## config.mk

```make
export PLATFORM = sky130hd
export DESIGN_NAME = aabd_ctrl
export DESIGN_NICKNAME = d
export VERILOG_FILES = /design/src/sv/aabd_pkg.sv /design/src/sv/aabd_ctrl.sv
export SDC_FILE = /design/constraint.sdc
export NUM_CORES = 1
export LEC_CHECK = 0
export BUFFER_PORTS_ARGS = -buffer_cell sky130_fd_sc_hd__buf_2
export CORE_AREA = 2 2 39 41
export CTS_BUF_LIST = sky130_fd_sc_hd__clkbuf_16
export DETAILED_ROUTE_END_ITERATION = 16
export DIE_AREA = 0 0 41 43
export PLACE_DENSITY = 0.47
export REMOVE_ABC_BUFFERS = 1
export SKIP_CTS_REPAIR_TIMING = 1
export SYNTH_ARGS = -nofsm -noshare
export SYNTH_HDL_FRONTEND = slang
export SYNTH_SLANG_ARGS = --single-unit
```

## constraint.sdc

```tcl
create_clock -name clk -period 1.4 [get_ports clk]
set_input_delay 0.28 -clock clk [delete_from_list [all_inputs] [get_ports clk]]
set_output_delay 0.28 -clock clk [all_outputs]
set_load 0.1 [all_outputs]
```

## src/sv/aabd_pkg.sv

```systemverilog
package aabd_pkg;
  localparam int MAX_WIDTH = 4096;
  localparam int MAX_FACTOR = 64;

  localparam int PIX_W = 8;
  localparam int CODE_W = 7;
  localparam int LEVEL_W = 3;
  localparam int CFG_IDX_W = 3;
  localparam int CFG_DATA_W = 13;

  localparam logic [CFG_IDX_W-1:0] REG_WIDTH = 3'd0;
  localparam logic [CFG_IDX_W-1:0] REG_HEIGHT = 3'd1;
  localparam logic [CFG_IDX_W-1:0] REG_COLF = 3'd2;
  localparam logic [CFG_IDX_W-1:0] REG_ROWF = 3'd3;
  localparam logic [CFG_IDX_W-1:0] REG_CMODE = 3'd4;
  localparam logic [CFG_IDX_W-1:0] REG_DOL = 3'd5;

  typedef struct packed {
    logic load;
    logic divide;
    logic emit;
  } aabd_cmd_t;

  typedef struct packed {
    logic block_done;
    logic div_done;
    logic cnt_ready;
  } aabd_sts_t;

  function automatic logic [CODE_W-1:0] shade_code(input logic [LEVEL_W-1:0] i);
    logic [CODE_W-1:0] c;
    case (i)
      3'd0: c = 7'd64;
      3'd1: c = 7'd35;
      3'd2: c = 7'd37;
      3'd3: c = 7'd42;
      3'd4: c = 7'd124;
      3'd5: c = 7'd45;
      3'd6: c = 7'd46;
      default: c = 7'd32;
    endcase
    return c;
  endfunction
endpackage

```

## src/sv/aabd_ctrl.sv

```systemverilog
module aabd_ctrl (
  input  logic clk,
  input  logic rst_n,
  input  logic in_fire,
  input  logic out_fire,
  input  aabd_pkg::aabd_sts_t sts,
  output aabd_pkg::aabd_cmd_t cmd,
  output logic busy,
  output logic take_ok
);
  import aabd_pkg::*;

  typedef enum logic [3:0] {
    S_IDLE = 4'b0001,
    S_LOAD = 4'b0010,
    S_DIV  = 4'b0100,
    S_OUT  = 4'b1000
  } state_t;

  state_t state_r, state_nxt;

  always_comb begin
    state_nxt = state_r;
    unique case (state_r)
      S_IDLE: if (in_fire) state_nxt = S_LOAD;
      S_LOAD: state_nxt = sts.block_done ? S_DIV : S_IDLE;
      S_DIV: if (sts.div_done) state_nxt = S_OUT;
      S_OUT: if (out_fire) state_nxt = S_IDLE;
      default: state_nxt = S_IDLE;
    endcase
  end

  always_ff @(posedge clk) begin
    if (!rst_n) state_r <= S_IDLE;
    else state_r <= state_nxt;
  end

  assign cmd.load = (state_r == S_LOAD);
  assign cmd.divide = (state_r == S_DIV);
  assign cmd.emit = (state_r == S_OUT);
  assign busy = (state_r != S_IDLE);
  assign take_ok = (state_r == S_IDLE) && sts.cnt_ready;
endmodule

```

Yosys cells after proc, flatten, opt, wreduce, memory -nomap -nowiden

Index checks and enable logic that the tools add are counted.

Register bits: 4
Input bits: 7

Reductions and logical operators: 2
Equality and inequality tests: 8
Multiplexer cells: 5

Operators with widths:

| cell               | count |
|---|---|
| $pmux 4 s4         | 1 |
| $mux 4             | 3 |
| $ne 2x2->1 const B | 3 |
| $eq 4x1->1 const B | 1 |
| $eq 4x2->1 const B | 1 |
| $eq 4x3->1 const B | 1 |
| $eq 4x4->1 const B | 1 |
| $ne 4x1->1 const B | 1 |
| $mux 3             | 1 |
| $reduce_and 3->1   | 1 |
| $logic_and 1x1->1  | 1 |

Depth between registers and ports, before layout

Depth after elaboration: 3
Depth in mapped cells: 5
Gate-level depth less buffers: 4

Least setup slack after synthesis

Ideal clock, no wire load.

Path kind: reg2out
Start point: register state_r[2]
End point: output cmd[1] (netlist bit)
Stages on the path, launching flop included: 3
Arrival time: 3.418 ns
Path slack: -2.298 ns
Path buffers: 0
Cells stage by stage: dfxtp_1 inv_1 nor4_1

RTL lines:

| what                     | line            | RTL |
|---|---|---|
| start: declaration       | aabd_ctrl.sv:20 | `state_t state_r, state_nxt;` |
| start signal: assignment | aabd_ctrl.sv:35 | `else state_r <= state_nxt;` |
| end: declaration         | aabd_ctrl.sv:7  | `output aabd_pkg::aabd_cmd_t cmd,` |

==> flow_summary.yaml <==
global_route:
  grt_pass1_wl_mm: 1.035
  track_usage_pct: 10.05
  antenna_found_initial: 0
  gr-total-overflow: 0
  grt_max_degree: 7
  grt_pass1_vias: 239
yosys:
  netlist.area_leader.share_pct: 32.16
  synthTopCellsByArea: "dfxtp_1 32%, and3_1 10%, nor3_4 6.5%"
  syn-instance-count: 28
  synth_top_area_cell: "dfxtp_1"
  ys_ff_latch: 4
  seq_area_frac_synth_pct: 32.16
  synth.avg_cell_area_um2: 8.892
  synth_area_um2: 249.0
  synth.distinct_cells: 18
  yosys_warnings: 0
floorplanning:
  die_h_um: 43
  core-area_mm2: 0.001384
  ios: 12
  design.die.area_mm2: 0.001763
  row_count: 14
  die_width_um: 41
  start_util_pct: 17.99
placement:
  dp_hpwl_um: 500.6
  gp_congestion: 0.7217
  dp_slack_ns: 0.05069
  numPortBuffers: 11
worst_setup_path:
  crit_path_end_kind: "primary output"
  startpoint_type: "flop"
  critPathArrivalTime_ns: 1.21
  crit_chain: "buf_6, nor4_4, buf_4, buf_12"
  crit_type: "reg2out"
  critical_path_required_ns: 1.12
  max_stage_delay_ns: 0.34
  cp_max_fo: 6
  crit_slowest_cell: "dfxtp_2"
clocking:
  cts_tree: "done"
  clkLatencyLatePin_ns: 0.23
  numCtsBuffers: 3
  clk_pin_slew_ns: 0.03
  numClockSinks: 4
  clock_path_buffers: 2
  htreeDepth: 1
  cts_root_buffer: "clkbuf_16"
route:
  dr.pass1.iters: 1
  finalWirelength_um: 718
  drt_first_iter_violations: 0
  viasPerCell: 4.646
  wl_per_cell_um: 11.05
  ant_nets: 0
  vias: 302
  drcViolationCount: 0
cells_and_area:
  layout_common_cells: "6 x buf_2, 5 x buf_12, 4 x buf_4, 4 x buf_6"
  largest_reg_flops: 4
  final_common_cell: "buf_2"
  regMostFlops: "state_r"
  fin_nets: 58
  reg_top3: "state_r x4"
  area_growth_pct: 136.2
  layout-drive-gt1-share_pct: 71.43
  insertedDiodeCount: 0
run_status:
  status: "finished, violations left"
  failed_checks: "negative setup slack"
power_and_ir_drop:
  vdd_drop_max_mv: 0.7820
  pwr_density_cell_mw_per_mm2: 1343
  total_leakage_power_nw: 0.2458
timing:
  final-setup-viol-count: 5
  tightest_slew_ns: 0.2587
  finalCritPeriodShare_pct: 106.7
  fmax_mhz: 669.4
  timing.final.ws_setup_ns: -0.09379
  hold_viol_final: 0
  slew_headroom_pct: 82.63
  fin_setup_tns_ns: -0.3080
  rsz0062_at_grt: "true"
  slew_violations: 0
  skew_ns: 0.001765
  period_needed_ns: 1.494
min_path:
  hp-class: "in2reg"
run:
  drv_cap: 0
-- cell type report --
| type | instances | area (um2) |
|---|---|---|
| inverter | 2 | 10.01 |
| tap | 16 | 20.02 |
| multi-input combinational | 21 | 185.2 |
| timing repair buffer | 19 | 205.2 |
| fill | 138 | 795.8 |
| clock buffer | 3 | 75.07 |
| sequential | 4 | 92.59 |
-- worst paths after layout --
| kind | endpoint | slack [ns] | cells after the start | start |
|---|---|---|---|---|
| min | state_r[0]$_SDFFE_PN1P_ | 0.27 | 2 | rst_n |
| max | cmd[1] | -0.09 | 4 | state_r[1]$_SDFFE_PN0P_ |
| min reg2reg | state_r[3]$_SDFFE_PN0P_ | 0.60 | 2 | state_r[1]$_SDFFE_PN0P_ |
| max reg2reg | state_r[0]$_SDFFE_PN1P_ | 0.16 | 4 | state_r[0]$_SDFFE_PN1P_ |
-- through the flow --
| stage | cells | area, um2 | utilization [%] | total power [mW] | hold slack, ns |
|---|---|---|---|---|---|
| after global placement | 60 | 432.9 | 31.28 | 0.3079 | 0.5037 |
| after CTS | 63 | 508.0 | 36.71 | 0.7562 | 0.2697 |
| final | 65 | 588.1 | 42.50 | 0.7896 | 0.2663 |
| after global routing | 65 | 588.1 | 42.50 | 0.8136 | 0.2975 |
| after floorplan | 27 | 237.7 | - | 0.2341 | 0.3586 |
| after detailed placement | 60 | 432.9 | 31.28 | 0.3081 | 0.4991 |
-- power by group --
group          internal [mW]  total, mW  switching (mW)
logic                 0.0942      0.211           0.117
registers              0.119      0.129          0.0107
clock network          0.365      0.449          0.0843
total                  0.578      0.790           0.212
-- layer usage --
metal / part of all wire [%] / vias to the layer above / track usage (%)
li1: - / 150 / -
met3: 8.9 / 4 / 6.283
met2: 44 / 11 / 9.375
met5: 0 / - / 0
met4: 5.3 / 0 / 12.00
met1: 41 / 137 / 12.90
-- cell usage after synthesis (all sizes together) --
library cell,count
nor4,2
buf,1
o21a,1
dfxtp,4
nor2,2
o31ai,1
and2,1
a311oi,1
inv,2
nand2b,2
o22ai,1
nand2,1
nand3b,2
and3,4
o221ai,1
nor3,2
-- cells by family after synthesis --
family,after synthesis,share of synthesized area (%)
compound gates,5,15.58
flops,4,32.16
simple gates,16,44.72
buf+inv,3,7.538
-- worst max-delay path, delay by kind of cell, from the launching register on --
family | cells | cell delay, ns
buffers and inverters | 3 | 0.45
DFF | 1 | 0.34
and+or+nand+nor | 1 | 0.19
Power figures use the tool's default switching activity.
